File: src/rtl/bpta_pkg.sv
// Package for the button poll tick event aggregator.
// Holds field widths, function codes, flag positions, register indexes and the result struct.
// No dependencies.
package bpta_pkg;

  localparam int FUNC_W    = 2;
  localparam int PINS_W    = 8;
  localparam int CFG_IDX_W = 8;
  localparam int CFG_W     = 8;
  localparam int MS_W      = 16;
  localparam int PROD_W    = 2 * CFG_W;

  localparam logic [FUNC_W-1:0] FUNC_POLL  = 2'd0;
  localparam logic [FUNC_W-1:0] FUNC_RADIO = 2'd1;
  localparam logic [FUNC_W-1:0] FUNC_FETCH = 2'd2;

  localparam logic [CFG_IDX_W-1:0] REG_POLL_INTERVAL = 8'd0;
  localparam logic [CFG_IDX_W-1:0] REG_TICK_DIVIDER  = 8'd1;

  localparam int FLAG_BUTTONS = 0;
  localparam int FLAG_TIMER   = 1;
  localparam int FLAG_RADIO   = 2;
  localparam int FLAGS_W      = 3;

  localparam logic [MS_W-1:0]  MS_MAX        = 16'hFFFF;
  localparam logic [CFG_W-1:0] CFG_RESET_VAL = 8'd1;

  typedef struct packed {
    logic              wake;
    logic              event_buttons;
    logic              event_timer;
    logic              event_radio;
    logic [MS_W-1:0]   elapsed_ms;
    logic [PINS_W-1:0] buttons;
  } result_t;

endpackage

File: src/rtl/bpta_cmd_if.sv
// Command channel of the aggregator: function code and raw button pins.
// Depends on bpta_pkg.
interface bpta_cmd_if;
  import bpta_pkg::*;

  logic              valid;
  logic              ready;
  logic [FUNC_W-1:0] func;
  logic [PINS_W-1:0] pins_raw;

  modport source (output valid, output func, output pins_raw, input ready);
  modport sink   (input valid, input func, input pins_raw, output ready);
endinterface

File: src/rtl/bpta_rsp_if.sv
// Result channel of the aggregator: wake, event flags, elapsed time and buttons.
// Depends on bpta_pkg.
interface bpta_rsp_if;
  import bpta_pkg::*;

  logic              valid;
  logic              ready;
  logic              wake;
  logic              event_buttons;
  logic              event_timer;
  logic              event_radio;
  logic [MS_W-1:0]   elapsed_ms;
  logic [PINS_W-1:0] buttons;

  modport source (output valid, output wake, output event_buttons, output event_timer,
                  output event_radio, output elapsed_ms, output buttons, input ready);
  modport sink   (input valid, input wake, input event_buttons, input event_timer,
                  input event_radio, input elapsed_ms, input buttons, output ready);
endinterface

File: src/rtl/bpta_cfg_if.sv
// Configuration write channel: register index and write data.
// Depends on bpta_pkg.
interface bpta_cfg_if;
  import bpta_pkg::*;

  logic                 valid;
  logic                 ready;
  logic [CFG_IDX_W-1:0] index;
  logic [CFG_W-1:0]     data;

  modport source (output valid, output index, output data, input ready);
  modport sink   (input valid, input index, input data, output ready);
endinterface

File: src/rtl/button_poll_tick_event_aggregator.sv
// Button poll tick event aggregator, top level.
// Depends on bpta_pkg, bpta_cmd_if, bpta_rsp_if and bpta_cfg_if.
//
// Takes one command word per clock unless rsp.ready stalls, and returns exactly one result
// word for each: the word is captured in an input register, processed by a single pass
// of compare, decrement and saturating add against the block state, and stored in a result
// register. The product poll_interval * tick_divider is kept in a register refreshed on each
// configuration write, so the timer path is only one 16-bit add. cmd.ready stays high while
// the result register is empty or being taken, so a full stream runs at one word per cycle.
// Configuration writes are always accepted and take effect at the next clock.
module button_poll_tick_event_aggregator (
  input logic        clk,
  input logic        rst,
  bpta_cmd_if.sink   cmd,
  bpta_rsp_if.source rsp,
  bpta_cfg_if.sink   cfg
);
  import bpta_pkg::*;

  logic [CFG_W-1:0]   poll_interval;
  logic [CFG_W-1:0]   tick_divider;
  logic [PROD_W-1:0]  ms_step;

  logic [PINS_W-1:0]  last_pressed, last_pressed_next;
  logic [CFG_W-1:0]   div_count, div_count_next;
  logic [MS_W-1:0]    ms_accum, ms_accum_next;
  logic [FLAGS_W-1:0] pending, pending_next;

  logic               stg_valid;
  logic [FUNC_W-1:0]  stg_func;
  logic [PINS_W-1:0]  stg_pins;

  logic               out_valid;
  result_t            result, result_next;

  logic               advance;
  logic               cmd_take;
  logic               cfg_take;
  logic [PINS_W-1:0]  pressed;
  logic [MS_W:0]      sum;

  assign advance   = !out_valid || rsp.ready;
  assign cmd.ready = !stg_valid || advance;
  assign cmd_take  = cmd.valid && cmd.ready;
  assign cfg.ready = 1'b1;
  assign cfg_take  = cfg.valid;

  assign pressed = ~stg_pins;
  assign sum     = {1'b0, ms_accum} + {1'b0, ms_step};

  always_comb begin
    result_next       = '0;
    last_pressed_next = last_pressed;
    div_count_next    = div_count;
    ms_accum_next     = ms_accum;
    pending_next      = pending;
    unique case (stg_func)
      FUNC_POLL: begin
        if (pressed != last_pressed) begin
          last_pressed_next          = pressed;
          pending_next[FLAG_BUTTONS] = 1'b1;
          result_next.wake           = 1'b1;
        end
        if (div_count <= CFG_W'(1)) begin
          div_count_next           = tick_divider;
          ms_accum_next            = sum[MS_W] ? MS_MAX : sum[MS_W-1:0];
          pending_next[FLAG_TIMER] = 1'b1;
          result_next.wake         = 1'b1;
        end else begin
          div_count_next = div_count - CFG_W'(1);
        end
      end
      FUNC_RADIO: begin
        pending_next[FLAG_RADIO] = 1'b1;
        result_next.wake         = 1'b1;
      end
      FUNC_FETCH: begin
        result_next.event_buttons = pending[FLAG_BUTTONS];
        result_next.event_timer   = pending[FLAG_TIMER];
        result_next.event_radio   = pending[FLAG_RADIO];
        result_next.elapsed_ms    = ms_accum;
        result_next.buttons       = last_pressed;
        pending_next              = '0;
        ms_accum_next             = '0;
      end
      default: begin
      end
    endcase
  end

  always_ff @(posedge clk) begin
    if (rst) begin
      stg_valid     <= 1'b0;
      out_valid     <= 1'b0;
      poll_interval <= CFG_RESET_VAL;
      tick_divider  <= CFG_RESET_VAL;
      ms_step       <= PROD_W'(CFG_RESET_VAL) * PROD_W'(CFG_RESET_VAL);
      last_pressed  <= '0;
      div_count     <= CFG_RESET_VAL;
      ms_accum      <= '0;
      pending       <= '0;
    end else begin
      if (cmd_take) begin
        stg_valid <= 1'b1;
      end else if (advance) begin
        stg_valid <= 1'b0;
      end
      if (advance) begin
        out_valid <= stg_valid;
        if (stg_valid) begin
          last_pressed <= last_pressed_next;
          div_count    <= div_count_next;
          ms_accum     <= ms_accum_next;
          pending      <= pending_next;
        end
      end
      if (cfg_take) begin
        if (cfg.index == REG_POLL_INTERVAL) begin
          poll_interval <= cfg.data;
          ms_step       <= PROD_W'(cfg.data) * PROD_W'(tick_divider);
        end else if (cfg.index == REG_TICK_DIVIDER) begin
          tick_divider <= cfg.data;
          ms_step      <= PROD_W'(poll_interval) * PROD_W'(cfg.data);
          div_count    <= cfg.data;
          ms_accum     <= '0;
        end
      end
    end
  end

  always_ff @(posedge clk) begin
    if (cmd_take) begin
      stg_func <= cmd.func;
      stg_pins <= cmd.pins_raw;
    end
    if (advance && stg_valid) begin
      result <= result_next;
    end
  end

  assign rsp.valid         = out_valid;
  assign rsp.wake          = result.wake;
  assign rsp.event_buttons = result.event_buttons;
  assign rsp.event_timer   = result.event_timer;
  assign rsp.event_radio   = result.event_radio;
  assign rsp.elapsed_ms    = result.elapsed_ms;
  assign rsp.buttons       = result.buttons;

  // fetch clears pending flags and the accumulator
  a_fetch_clears: assert property (@(posedge clk) disable iff (rst)
    advance && stg_valid && stg_func == FUNC_FETCH |=> pending == '0 && ms_accum == '0)
    else $error("fetch did not clear pending state");

  // a result with event flags never also signals wake
  a_fetch_no_wake: assert property (@(posedge clk) disable iff (rst)
    rsp.valid && (rsp.event_buttons || rsp.event_timer || rsp.event_radio) |-> !rsp.wake)
    else $error("wake set on a fetch result");

  // divider count never runs above the reload value
  a_div_bound: assert property (@(posedge clk) disable iff (rst)
    div_count <= tick_divider)
    else $error("divider count above reload value");

  // timer flag always set after a poll whose divider expired
  a_timer_flag: assert property (@(posedge clk) disable iff (rst)
    advance && stg_valid && stg_func == FUNC_POLL && div_count <= CFG_W'(1) && !cfg_take
    |=> pending[FLAG_TIMER])
    else $error("timer flag missing after divider expiry");

endmodule
File: src/flat_wrapper.sv
// flat-port wrapper written by rule: the top's interface ports become plain ports
module button_poll_tick_event_aggregator_flat import bpta_pkg::*;
  (clk, rst, cmd_valid, cmd_func, cmd_pins_raw, cmd_ready, rsp_valid, rsp_wake, rsp_event_buttons, rsp_event_timer, rsp_event_radio, rsp_elapsed_ms, rsp_buttons, rsp_ready, cfg_valid, cfg_index, cfg_data, cfg_ready);
  bpta_cmd_if cmd_i ();
  bpta_rsp_if rsp_i ();
  bpta_cfg_if cfg_i ();
  input logic clk;
  input logic rst;
  input wire logic [$bits(cmd_i.valid)-1:0] cmd_valid;
  input wire logic [$bits(cmd_i.func)-1:0] cmd_func;
  input wire logic [$bits(cmd_i.pins_raw)-1:0] cmd_pins_raw;
  output wire logic [$bits(cmd_i.ready)-1:0] cmd_ready;
  output wire logic [$bits(rsp_i.valid)-1:0] rsp_valid;
  output wire logic [$bits(rsp_i.wake)-1:0] rsp_wake;
  output wire logic [$bits(rsp_i.event_buttons)-1:0] rsp_event_buttons;
  output wire logic [$bits(rsp_i.event_timer)-1:0] rsp_event_timer;
  output wire logic [$bits(rsp_i.event_radio)-1:0] rsp_event_radio;
  output wire logic [$bits(rsp_i.elapsed_ms)-1:0] rsp_elapsed_ms;
  output wire logic [$bits(rsp_i.buttons)-1:0] rsp_buttons;
  input wire logic [$bits(rsp_i.ready)-1:0] rsp_ready;
  input wire logic [$bits(cfg_i.valid)-1:0] cfg_valid;
  input wire logic [$bits(cfg_i.index)-1:0] cfg_index;
  input wire logic [$bits(cfg_i.data)-1:0] cfg_data;
  output wire logic [$bits(cfg_i.ready)-1:0] cfg_ready;
  assign cmd_i.valid = cmd_valid;
  assign cmd_i.func = cmd_func;
  assign cmd_i.pins_raw = cmd_pins_raw;
  assign cmd_ready = cmd_i.ready;
  assign rsp_valid = rsp_i.valid;
  assign rsp_wake = rsp_i.wake;
  assign rsp_event_buttons = rsp_i.event_buttons;
  assign rsp_event_timer = rsp_i.event_timer;
  assign rsp_event_radio = rsp_i.event_radio;
  assign rsp_elapsed_ms = rsp_i.elapsed_ms;
  assign rsp_buttons = rsp_i.buttons;
  assign rsp_i.ready = rsp_ready;
  assign cfg_i.valid = cfg_valid;
  assign cfg_i.index = cfg_index;
  assign cfg_i.data = cfg_data;
  assign cfg_ready = cfg_i.ready;
  button_poll_tick_event_aggregator u_core (.clk(clk), .rst(rst), .cmd(cmd_i), .rsp(rsp_i), .cfg(cfg_i));
endmodule
File: config.mk
export PLATFORM = sky130hd
export DESIGN_NAME = button_poll_tick_event_aggregator_flat
export DESIGN_NICKNAME = d
export VERILOG_FILES = /design/src/rtl/bpta_pkg.sv /design/src/rtl/bpta_cmd_if.sv /design/src/rtl/bpta_rsp_if.sv /design/src/rtl/bpta_cfg_if.sv /design/src/rtl/button_poll_tick_event_aggregator.sv /design/src/flat_wrapper.sv
export SDC_FILE = /design/constraint.sdc
export NUM_CORES = 1
export LEC_CHECK = 0
export BUFFER_PORTS_ARGS = -buffer_cell sky130_fd_sc_hd__buf_2
export CAP_MARGIN = 30
export CORE_ASPECT_RATIO = 1.75
export CORE_MARGIN = 10
export CORE_UTILIZATION = 26
export CTS_BUF_LIST = sky130_fd_sc_hd__clkbuf_16
export CTS_CLUSTER_SIZE = 30
export DETAILED_ROUTE_END_ITERATION = 7
export SLEW_MARGIN = 15
export SYNTH_ARGS = -nofsm -noshare
export SYNTH_HDL_FRONTEND = slang
export SYNTH_SLANG_ARGS = --single-unit
File: constraint.sdc
create_clock -name clk -period 7.6 [get_ports clk]
set_input_delay 0 -clock clk [delete_from_list [all_inputs] [get_ports clk]]
set_output_delay 0 -clock clk [all_outputs]
set_load 0.01 [all_outputs]
# Word-level counts from Yosys, hierarchy flattened
# Index checks and enable logic that the tools add are counted.
# word_totals
n_memories	0
in_bits	31
mem_bits_ro	0
elab_cells	77
reg_bits	107
ramBits	0
latch_bits	0
out_inout_bits	31
# op_classes
bitwise	2
div_mod_pow	0
multipliers	2
shift	0
order_cmp	1
eq_ne	6
reduce_logical	19
n_mux	26
add_sub_neg	2
# op_table
operator	count
$mux 16	9
$mux 8	7
$mul 8x8->16	2
$pmux 16 s2	1
$add 16x16->17	1
$reduce_and 4->1	3
$eq 8x1->1 const B	1
$le 8x1->1 const B	1
$logic_not 8->1	1
$ne 8x8->1	1
$not 8->8	1
$reduce_bool 2->1	4
$sub 8x1->8 const B	1
$mux 1	6
$reduce_and 3->1	2
$ne 2x1->1 const B	2
$pmux 1 s2	2
$pmux 2 s2	1
$reduce_and 2->1	2
$eq 2x1->1 const B	1
$eq 2x2->1 const B	1
$logic_and 1x1->1	2
$logic_not 1->1	2
$logic_not 2->1	1
2 further kinds	3

# Depth between registers and ports, before layout
# Gate-level depths: netlist (run 1).
# depth
ltp_word	9
mapped_depth	18
depth_no_buf	17

# Least setup slack after synthesis (run 1)
# Ideal clock, no wire load.
# synth_timing
path_kind	register to register
start	register u_core.tick_divider[2]
end	register u_core.ms_step[12]
path_stages_with_launch	18
setup_ps	70
path_buffers	1
required_ps	7530
synth_period_minus_slack_ps	4335
setup_slack_ps	3265
arrival_time_ps	4264
path_cell_list	dfxtp_1 > clkbuf_1 > nand2_1 > fa_1 > fa_1 > inv_1 > fa_1 > inv_1 > fa_1 > inv_1 > ha_1 > or2_2 > a21oi_1 > o31a_1 > or2_2 > a21oi_1 > or3_1 > a21oi_1
# synth_between
elab_chain_cells	2
# synth_lines
element	line	rtl
start, declared	button_poll_tick_event_aggregator.sv:21	logic [CFG_W-1:0] tick_divider;
start signal, assigned	button_poll_tick_event_aggregator.sv:122	tick_divider <= cfg.data;
$mul 8x8->16	button_poll_tick_event_aggregator.sv:120	ms_step <= PROD_W'(cfg.data) * PROD_W'(tick_divider);
$mux 16	button_poll_tick_event_aggregator.sv:118	if (cfg.index == REG_POLL_INTERVAL) begin
end signal, assigned	button_poll_tick_event_aggregator.sv:97	ms_step <= PROD_W'(CFG_RESET_VAL) * PROD_W'(CFG_RESET_VAL);
end signal, assigned	button_poll_tick_event_aggregator.sv:120	
end signal, assigned	button_poll_tick_event_aggregator.sv:123	ms_step <= PROD_W'(poll_interval) * PROD_W'(cfg.data);
end, declared	button_poll_tick_event_aggregator.sv:22	logic [PROD_W-1:0] ms_step;
# Every way passes these cells.
# A chain may end at the register's enable or synchronous reset.

# Final worst setup path (run 1)
# layout_timing
start	register u_core.poll_interval[5]
end	register u_core.ms_step[12]
# layout_between
elab_chain_cells	3
# layout_lines
element	line	rtl
start, declared	button_poll_tick_event_aggregator.sv:20	logic [CFG_W-1:0] poll_interval;
start signal, assigned	button_poll_tick_event_aggregator.sv:119	poll_interval <= cfg.data;
$mul 8x8->16	button_poll_tick_event_aggregator.sv:123	
$mux 16	button_poll_tick_event_aggregator.sv:121	end else if (cfg.index == REG_TICK_DIVIDER) begin
$mux 16	button_poll_tick_event_aggregator.sv:118	
# Every way passes these cells. The select of a mux whose other input is x is not followed.

==> impl_metrics.csv, run 1 <==
group,metric,value,unit
status,outcome,"finished clean",
synthesis,synthArstFlopShare,0,%
sta,finalHoldViolCount,0,
grt,antenna_found_initial,0,
worst_setup_path,crit_family,"adder cells",
job,drv_cap,0,
worst_setup_path,cp.arrival,5020,ps
floorplanning,die_x,163,µm
worst_setup_path,r2r_slack,2860,ps
worst_setup_path,r2r-start,"u_core.poll_interval[5]",
sta,finalCritPeriodShare,62.3,%
synthesis,ys_types,66,
pwr,p_per_area,117,nW/µm²
synthesis,synth_seq_area_share,26.9,%
floorplanning,design.die.area,44300,µm²
worst_setup_path,worstPathRequired,7880,ps
synthesis,syn_inst,1041,
sta,setup-tns-final,0,ps
worst_setup_path,r2r_cells,16,
floorplanning,fp.dieH,271,µm
placement,place_worst_setup_slack,2900,ps
grt,grt_pass1_vias,7551,
sta,timing.final.ws_setup,2860,ps
sta,period_minus_slack,4740,ps
placement,numPortBuffers,60,
placement,place.gp.congestion,0.822,
synthesis,yosys_warnings,0,
synthesis,synth_area_per_cell,9.00,µm²
sta,slew_violations,0,
grt,grt_max_degree,55,
min_path,worstHoldEndpoint,"u_core.poll_interval[6]",
grt,grt.overflow.total,0,
worst_setup_path,cp_common_cell,"fa_1",
synthesis,synth-compound-area-share,14.9,%
worst_setup_path,r2r-end,"u_core.ms_step[12]",
synthesis,ys.flop_type,"dfxtp_1",
detailed_routing,drtAntennaViolNets,0,
layout,utilization,29.7,%
cts,cts_tree,"done",
cts,cts_buffers,9,
floorplanning,core,35400,µm²
cts,cts-resized-gates,0,
min_path,hold_class,"input pin to flop",
worst_setup_path,crit_fanout,9,
cts,cts_hold_buf,12,
cts,cts.clk_slew.worst_paths,80,ps
cts,cts_buffer_depth,2,
detailed_routing,drc_errors,0,
grt,grt_pass1_wl,37500,µm
detailed_routing,vias_per_cell,4.65,
worst_setup_path,startpoint_type,"flop",
min_path,hold_path_depth,3,
pwr,p_leak,4.75,nW
cts,h-tree-depth,3,
cts,post-cts-setup-buffers,0,
layout,final_layout_size_suffix_gt1_share,8.79,%
sta,max_freq,0.211,GHz
synthesis,synth_mux_area_share,0.534,%
cts,insertion_delay,360,ps
worst_setup_path,cp-end-kind,"flop",
synthesis,synth_edf_count,38,
synthesis,synth_seq_cells,107,
detailed_routing,routed_wl,22800,µm
synthesis,synth-adder-area-share,28.0,%
layout,nFillCells,3690,
synthesis,netlist_area,9370,µm²
sta,slew_headroom,39.9,%
synthesis,synth_nets,1238,
cts,cts_root_buf,"clkbuf_16",
layout,layout.nets,1284,
floorplanning,rows,91,
grt,grtUsageTotal,10.3,%
sta,skew,9.68,ps
detailed_routing,drt_first_pass_iters,5,
layout,diodes,0,
synthesis,synth_top_family_by_area,"adder cells",
synthesis,synth_xor_area_share,3.37,%
worst_setup_path,slowest_delay,550,ps
worst_setup_path,worstPathCellList,"nand2_1, fa_1, fa_1, inv_1, fa_1, inv_1, fa_1, inv_1, ha_1, o21ai_0, a211oi_1, a211oi_1, xnor2_1, a21oi_1, or3_1, a21oi_1",
sta,rsz0062_at_grt,"no",
detailed_routing,vias,7246,
sta,final-setup-viol-count,0,
worst_setup_path,crit_path_top_delay_cell,"fa_1",
synthesis,synth-simple-area-share,19.9,%
pwr,p_total,1.23,mW
worst_setup_path,cp_num_buf_inv,3,
sta,worst_slew_pin_slew,901,ps
layout,area_growth,12.3,%
detailed_routing,wl_per_cell,14.6,µm
pwr,peakVddDrop,0.0881,mV
floorplanning,io_pins,62,
floorplanning,start_util,26.5,%
detailed_routing,drtIter0Drc,324,
min_path,hold_start,"cfg_data[6]",
cts,cts.sinks,107,
worst_setup_path,critPathKind,"flop to flop",
placement,hpwl,18500,µm
[layout make-up]
| type | count | area [µm²] | area share (%) |
|---|---|---|---|
| clock buffer | 9 | 225 | 2.14 |
| clock inverter | 7 | 82.6 | 0.785 |
| tap | 465 | 582 | 5.53 |
| multi-input combinational | 787 | 6250 | 59.5 |
| sequential | 107 | 2520 | 24.0 |
| inverter | 105 | 394 | 3.75 |
| timing repair buffer | 77 | 458 | 4.35 |
[through the flow]
step           cells  instance area (µm²)  hold WS, ps
2_1_floorplan   1041                 9370         98.9
3_3_place_gp    1527                10100          178
3_5_place_dp    1527                10100          179
4_1_cts         1555                10500         33.6
5_1_grt         1557                10500         61.2
6_report        1557                10500         33.4
[worst max-delay path by stage]
stage,start,to,cells past startpoint
5_1_grt,u_core.poll_interval[5],u_core.ms_step[12],16
4_1_cts,u_core.poll_interval[5],u_core.ms_step[12],16
2_1_floorplan,u_core.tick_divider[2],u_core.ms_step[12],17
6_report,u_core.poll_interval[5],u_core.ms_step[12],16
3_3_place_gp,u_core.poll_interval[5],u_core.ms_step[12],16
3_5_place_dp,u_core.poll_interval[5],u_core.ms_step[12],16
[cell usage after synthesis (2+ instances only)]
cell      instances  area share [%]
ha_1             93              12
xor2_1           17             1.6
o221ai_1          5            0.47
nand2b_1          3            0.20
nand3b_1          2            0.16
and2_1          132             8.8
o22ai_1           2            0.13
nor3_1           18            0.96
nor4_1            2            0.13
mux2i_1           5            0.53
a211o_1           2            0.19
o21a_1           12            0.96
buf_2             7            0.37
buf_4             4            0.32
o21ai_0          19             1.0
nand2_1          87             3.5
nand4_1           4            0.27
edfxtp_1         38              12
a31o_2            2            0.19
inv_1           105             4.2
o21ai_1           6            0.32
o211ai_1          5            0.40
o21bai_1          6            0.48
or2_2             5            0.33
and3_1            3            0.20
a311oi_1          3            0.28
a21oi_1          78             4.2
fa_1             73              16
or3_1             5            0.33
nor2_1           77             3.1
buf_6             2            0.24
nor2b_1           8            0.53
clkbuf_1         29             1.2
a31oi_1           8            0.53
o31a_1            2            0.19
a221oi_1          2            0.19
o31ai_1           4            0.32
a211oi_1         35             2.8
a21o_1           11            0.88
nand3_1           8            0.43
dfxtp_1          69              15
xnor2_1          19             1.8
[registers in the layout, indices dropped and copies added (netlist names)]
signal / flops
u_core.div_count: 8
u_core.last_pressed: 8
u_core.ms_accum: 16
u_core.ms_step: 16
u_core.pending: 3
u_core.poll_interval: 8
u_core.rsp.buttons: 8
u_core.rsp.elapsed_ms: 16
u_core.rsp.event_buttons: 1
u_core.rsp.event_radio: 1
u_core.rsp.event_timer: 1
u_core.rsp.valid: 1
u_core.rsp.wake: 1
u_core.stg_func: 2
u_core.stg_pins: 8
u_core.stg_valid: 1
u_core.tick_divider: 8
[worst reg2reg max path, stage by stage, from the launching register on]
cell and delay, ps:
dfxtp_1 480, nand2_1 120, fa_1 520, fa_1 550, inv_1 50, fa_1 470
inv_1 50, fa_1 470, inv_1 40, ha_1 350, o21ai_0 260, a211oi_1 120
a211oi_1 370, xnor2_1 240, a21oi_1 110, or3_1 320, a21oi_1 150
[placed cells by master, fill, tap and decap left out, drive strengths merged, types with 4 or more instances in the layout]
master / n
o221ai: 5
nor2b: 8
nor2: 78
o21ai: 25
a21o: 11
inv: 109
o211ai: 6
nor3: 18
buf: 65
xor2: 17
mux2i: 5
nand4: 4
nand3: 8
fa: 73
dfxtp: 69
xnor2: 19
clkbuf: 9
a211oi: 36
o21a: 12
o21bai: 6
a31oi: 9
o31ai: 4
ha: 93
a21oi: 79
or2: 6
nand2: 87
and2: 132
edfxtp: 38
or3: 5
dlygate4sd3: 12
[power by group]
part	internal (mW)	total (mW)	switching (mW)
combinational	0.0477	0.130	0.0826
clock	0.262	0.488	0.225
sequential	0.606	0.614	0.00829
[kinds of logic (layout without fill, tap and decap cells)]
logic type / Yosys count / in the layout
flops: 107 / 107
fa+ha+maj: 166 / 166
other cells: 1 / 1
simple gates: 363 / 363
mux: 5 / 5
buf+inv: 147 / 198
compound gates: 216 / 216
xor+xnor: 36 / 36
[routing by layer]
| layer | vias up | global-route usage (%) | part of all wire, % |
|---|---|---|---|
| li1 | 3618 | - | - |
| met2 | 128 | 20.2 | 56 |
| met5 | - | 0 | 0 |
| met3 | 27 | 1.55 | 3.2 |
| met4 | 0 | 3.54 | 2.4 |
| met1 | 3473 | 10.6 | 38 |
Power figures use the tool's default switching activity.
==> inputs of run 2 (changes only) <==
- clock period: 7.6 -> 4 ns (I/O delays scaled with it)
==> run 2 against run 1 <==
Effect of this change:
- the run now ends with negative setup slack left
- clock skew down 0.53 ps
- power rose by 91%
- combinational power up 120%
- critical endpoint is now u_core.ms_step[15]
- global-route usage rose by 0.72 points
- design area is 9.9% higher
- sequential power rose by 89%
- non-clock buffer count increased by 86
==> impl_metrics.csv, run 2 (synthesis results as in run 1) <==
group,metric,value,unit
status,outcome,"complete, but fails checks",
status,violations,"negative setup slack",
sta,max_freq,0.239,GHz
layout,final_common_cell,"and2_1",
layout,instances_no_fill,1643,
worst_setup_path,cp-end-kind,"flop",
worst_setup_path,crit_path_top_delay_cell,"fa_1",
sta,skew,9.15,ps
floorplanning,core,35400,µm²
worst_setup_path,worstPathRequired,4270,ps
sta,final-setup-viol-count,7,
sta,slew_violations,0,
floorplanning,design.die.area,44300,µm²
min_path,hold_start,"cfg_data[6]",
grt,grt.overflow.total,0,
layout,seqCellArea,2560,µm²
pwr,p_per_area,204,nW/µm²
sta,slew_headroom,42.1,%
sta,period_minus_slack,4180,ps
cts,insertion_delay,370,ps
grt,grt_pass1_vias,7912,
placement,place.gp.congestion,0.845,
sta,rsz0062_at_grt,"yes",
sta,timing.final.ws_setup,-184,ps
grt,antenna_found_initial,0,
min_path,worstHoldEndpoint,"u_core.poll_interval[6]",
detailed_routing,vias_per_cell,4.56,
pwr,p_leak,5.22,nW
worst_setup_path,cp_common_cell,"fa_1",
detailed_routing,routed_wl,23800,µm
detailed_routing,wl_per_cell,14.5,µm
placement,numPortBuffers,60,
worst_setup_path,crit_fanout,7,
placement,place_inst,1604,
cts,cts_buffer_depth,2,
floorplanning,rows,91,
cts,cts_root_buf,"clkbuf_16",
grt,grt_pass1_wl,39300,µm
detailed_routing,drtIter0Drc,347,
min_path,hold_class,"input pin to flop",
layout,final_layout_size_suffix_gt1_share,21.1,%
worst_setup_path,cp.arrival,4460,ps
layout,nFillCells,3615,
worst_setup_path,startpoint_type,"flop",
worst_setup_path,r2r-start,"u_core.tick_divider[2]",
sta,setup-tns-final,-737,ps
floorplanning,die_x,163,µm
cts,cts_tree,"done",
cts,cts.clk_slew.worst_paths,80,ps
worst_setup_path,slowest_delay,530,ps
grt,grtUsageTotal,11.0,%
worst_setup_path,r2r_cells,16,
floorplanning,io_pins,62,
layout,final_cell_mix,"129 x and2_1, 99 x inv_1, 86 x buf_4, 83 x ha_1, 82 x nand2_1",
detailed_routing,vias,7500,
placement,hpwl,19300,µm
detailed_routing,drt_first_pass_iters,4,
sta,worst_slew_pin_slew,865,ps
cts,h-tree-depth,3,
job,drv_cap,0,
worst_setup_path,r2r-end,"u_core.ms_step[15]",
detailed_routing,drc_errors,0,
detailed_routing,drtAntennaViolNets,0,
pwr,peakVddDrop,0.182,mV
cts,cts_buffers,9,
layout,layout.nets,1370,
layout,multi_input_area,6610,µm²
layout,area_growth,23.4,%
placement,place_worst_setup_slack,-274,ps
worst_setup_path,r2r_slack,-180,ps
min_path,hold_path_depth,3,
worst_setup_path,worstPathCellList,"and2_4, fa_2, fa_1, inv_2, fa_1, fa_1, inv_2, ha_4, buf_6, o21a_1, o31a_1, o221ai_4, o21a_1, o211ai_1, o31ai_1, o41ai_1",
grt,grt_max_degree,54,
layout,diodes,0,
floorplanning,fp.dieH,271,µm
cts,cts.sinks,107,
sta,finalCritPeriodShare,105,%
floorplanning,start_util,26.5,%
sta,finalHoldViolCount,0,
worst_setup_path,critPathKind,"flop to flop",
[run 2: cell types whose count changed in the layout (fill, tap and decap cells not counted), sizes merged]
cell / before / now
dlygate4sd3: 12 / 14
clkinv: 1 / 3
inv: 109 / 106
buf: 65 / 149
clkinvlp: 1 / 2
[run 2: worst max-delay path: cells and delay by family, from the launching register on]
kind                       cells  cell delay (ps)
and+or+nand+nor                1              160
AOI/OAI and AO/OA              7             1220
buffers and inverters          3              180
adders and majority gates      5             2140
DFF                            1              370
[run 2: worst max path at each step]
| stage | startpoint | to | slack, ps | cells past startpoint |
|---|---|---|---|---|
| finish | u_core.tick_divider[2] | u_core.ms_step[15] | -180 | 16 |
| global route | u_core.tick_divider[2] | u_core.ms_step[15] | -390 | 16 |
| CTS | u_core.tick_divider[2] | u_core.ms_step[14] | -160 | 15 |
| detailed placement | u_core.poll_interval[2] | u_core.ms_step[12] | -270 | 16 |
| global placement | u_core.poll_interval[3] | u_core.ms_step[12] | -270 | 15 |
| floorplan | u_core.tick_divider[4] | u_core.ms_step[12] | -60 | 17 |
[run 2: stage by stage]
step | hold WS, ps | area, µm² | power (mW) | util, %
after floorplan | 98.9 | 9520 | 1.35 | -
after global placement | 179 | 10800 | 1.46 | 30.4
after detailed placement | 179 | 10800 | 1.46 | 30.4
after CTS | 0.356 | 11400 | 2.39 | 32.3
after global routing | 21.6 | 11600 | 2.46 | 32.6
final | 11.1 | 11600 | 2.36 | 32.6
[run 2: routing by layer]
metal	global-route usage, %	vias to the layer above	part of all wire, %
li1	-	3777	-
met5	0	-	0
met1	10.9	3607	37
met4	4.32	0	2.4
met2	21.6	88	58
met3	2.05	28	3.0
[run 2: report_power, final]
group / switching [mW] / internal (mW) / total (mW) / leakage, nW
logic: 0.171 / 0.118 / 0.289 / 4.14
clock network: 0.426 / 0.483 / 0.909 / 0.139
registers: 0.0157 / 1.14 / 1.16 / 0.940
total: 0.612 / 1.75 / 2.36 / 5.22
[run 2: final cells by class]
class,instances,area share [%]
clock buffer,9,1.95
clock inverter,7,0.585
inverter,105,3.41
multi-input combinational,787,57.2
sequential,107,22.2
tap,465,5.04
timing repair buffer,163,9.69
[run 2: what timing repair did]
| action | 4_1_cts | 5_1_grt |
|---|---|---|
| hold endpoints to repair | 15 | 0 |
| hold buffers | 14 | 0 |
| cloned | 0 | 0 |
| resized for setup | 51 | 23 |
| pin swaps | 36 | 29 |
| buffers inserted | 4 | 4 |
| setup endpoints to repair | 8 | 10 |
==> inputs of run 3 (changes only) <==
- MAX_ROUTING_LAYER: default -> met4
==> run 3 against run 2 <==
Effect of this change:
- the flow still finishes with violations (negative setup slack)
- cell count unchanged
- sequential share of layout area about the same
- via count increased by 0.24%
- die area unchanged
- maximum frequency increased by 0.19%
- critical path depth unchanged
- non-clock buffer count unchanged
- power about the same
- combinational power about the same
- critical path type unchanged
- critical endpoint unchanged
==> impl_metrics.csv, run 3 (synthesis results as in run 1) <==
group,metric,value,unit
sta,slew_violations,0,
worst_setup_path,crit_path_top_delay_cell,"fa_1",
layout,nFillCells,3614,
sta,worst_slew_pin_slew,873,ps
grt,grt_pass1_vias,7920,
layout,final_layout_size_suffix_gt1_share,20.9,%
layout,design_area,11500,µm²
placement,place.gp.congestion,0.856,
detailed_routing,drt_first_pass_iters,4,
cts,cts.clk_slew.worst_paths,70,ps
pwr,p_per_area,204,nW/µm²
sta,rsz0062_at_grt,"yes",
placement,numPortBuffers,60,
grt,antenna_found_initial,0,
min_path,hold_start,"cfg_data[6]",
placement,hpwl,19300,µm
worst_setup_path,crit_fanout,7,
sta,skew,7.71,ps
detailed_routing,wl_per_cell,14.5,µm
worst_setup_path,cp.arrival,4450,ps
placement,place_worst_setup_slack,-274,ps
placement,dpl_cell_area,10800,µm²
worst_setup_path,cp-end-kind,"flop",
job,drv_cap,0,
detailed_routing,drtIter0Drc,399,
worst_setup_path,worstPathRequired,4270,ps
sta,finalHoldViolCount,0,
worst_setup_path,worstPathCellList,"and2_4, fa_2, fa_1, inv_2, fa_1, fa_1, inv_2, ha_4, buf_6, o21a_1, o31a_1, o221ai_4, o21a_1, o211ai_1, o31ai_1, o41ai_1",
cts,cts_tree,"done",
cts,cts_buffer_depth,2,
worst_setup_path,cp_common_cell,"fa_1",
grt,grt_max_degree,54,
floorplanning,design.die.area,44300,µm²
placement,place_inst,1604,
detailed_routing,drtAntennaViolNets,0,
floorplanning,io_pins,62,
sta,finalCritPeriodShare,104,%
worst_setup_path,slowest_delay,530,ps
floorplanning,rows,91,
sta,slew_headroom,41.6,%
sta,setup-tns-final,-762,ps
layout,final_cell_mix,"129 x and2_1, 99 x inv_1, 86 x buf_4, 83 x ha_1, 82 x nand2_1",
worst_setup_path,cp_num_buf_inv,3,
pwr,peakVddDrop,0.181,mV
worst_setup_path,r2r-start,"u_core.tick_divider[2]",
cts,h-tree-depth,3,
layout,layout.nets,1370,
floorplanning,core,35400,µm²
sta,whs,12.3,ps
detailed_routing,routed_wl,23900,µm
detailed_routing,drc_errors,0,
grt,grt.overflow.total,0,
status,outcome,"complete, but fails checks",
status,violations,"negative setup slack",
worst_setup_path,critPathLaunch,"u_core.tick_divider[2]",
layout,diodes,0,
sta,period_minus_slack,4180,ps
cts,cts.sinks,107,
layout,area_growth,23.3,%
detailed_routing,vias_per_cell,4.58,
sta,final-setup-viol-count,8,
sta,timing.final.ws_setup,-176,ps
grt,grtUsageTotal,11.3,%
layout,instances_no_fill,1643,
detailed_routing,vias,7518,
worst_setup_path,startpoint_type,"flop",
cts,insertion_delay,370,ps
floorplanning,die_x,163,µm
cts,cts_root_buf,"clkbuf_16",
cts,cts_buffers,9,
worst_setup_path,critPathKind,"flop to flop",
min_path,hold_class,"input pin to flop",
floorplanning,fp.dieH,271,µm
pwr,p_leak,5.22,nW
grt,grt_pass1_wl,39200,µm
sta,max_freq,0.239,GHz
worst_setup_path,crit_family,"adder cells",
layout,final_common_cell,"and2_1",
floorplanning,start_util,26.5,%
==> run 3: worst min-delay path, delay by kind of cell <==
family	cells	cell delay, ps
AO/OA/AOI/OAI	1	60
buffers and inverters	1	190
AND/OR/NAND/NOR	1	90
==> run 3: area by class of cell <==
| class | count | area (µm²) | share of cell area, % |
|---|---|---|---|
| Clock buffer | 9 | 225 | 1.95 |
| Timing Repair Buffer | 163 | 1120 | 9.70 |
| Tap cell | 465 | 582 | 5.04 |
| Multi-Input combinational cell | 787 | 6600 | 57.1 |
| Inverter | 105 | 394 | 3.41 |
| Clock inverter | 7 | 67.6 | 0.585 |
| Sequential cell | 107 | 2560 | 22.2 |
==> run 3: what timing repair did <==
| action | CTS | global route |
|---|---|---|
| gates cloned | 0 | 0 |
| endpoints found under the hold margin | 15 | 0 |
| pin swaps | 36 | 25 |
| resized for setup | 51 | 21 |
| hold buffers | 14 | 0 |
| endpoints found under the setup margin | 8 | 10 |
| setup buffers | 4 | 4 |
==> run 3: per-stage QoR <==
stage	util (%)	power, mW
floorplan	-	1.35
global placement	30.4	1.46
detailed placement	30.4	1.46
CTS	32.3	2.39
global route	32.6	2.46
finish	32.6	2.36
==> run 3: final timing paths <==
check / end / slack [ps] / cells past startpoint
min: u_core.poll_interval[6] / 10 / 3
min reg2reg: u_core.ms_step[4] / 460 / 2
max: u_core.ms_step[15] / -180 / 16
max reg2reg: u_core.ms_step[15] / -180 / 16
==> run 3: routing by layer <==
metal | part of all wire, % | up-vias | track usage, %
li1 | - | 3778 | -
met1 | 37 | 3607 | 10.9
met2 | 58 | 104 | 21.6
met3 | 2.9 | 29 | 1.89
met4 | 2.6 | 0 | 4.32
met5 | 0 | - | -
==> run 3: where the power goes <==
part           switching (mW)  internal (mW)
clock network           0.425          0.483
registers              0.0158           1.14
logic                   0.171          0.118
total                   0.612           1.75
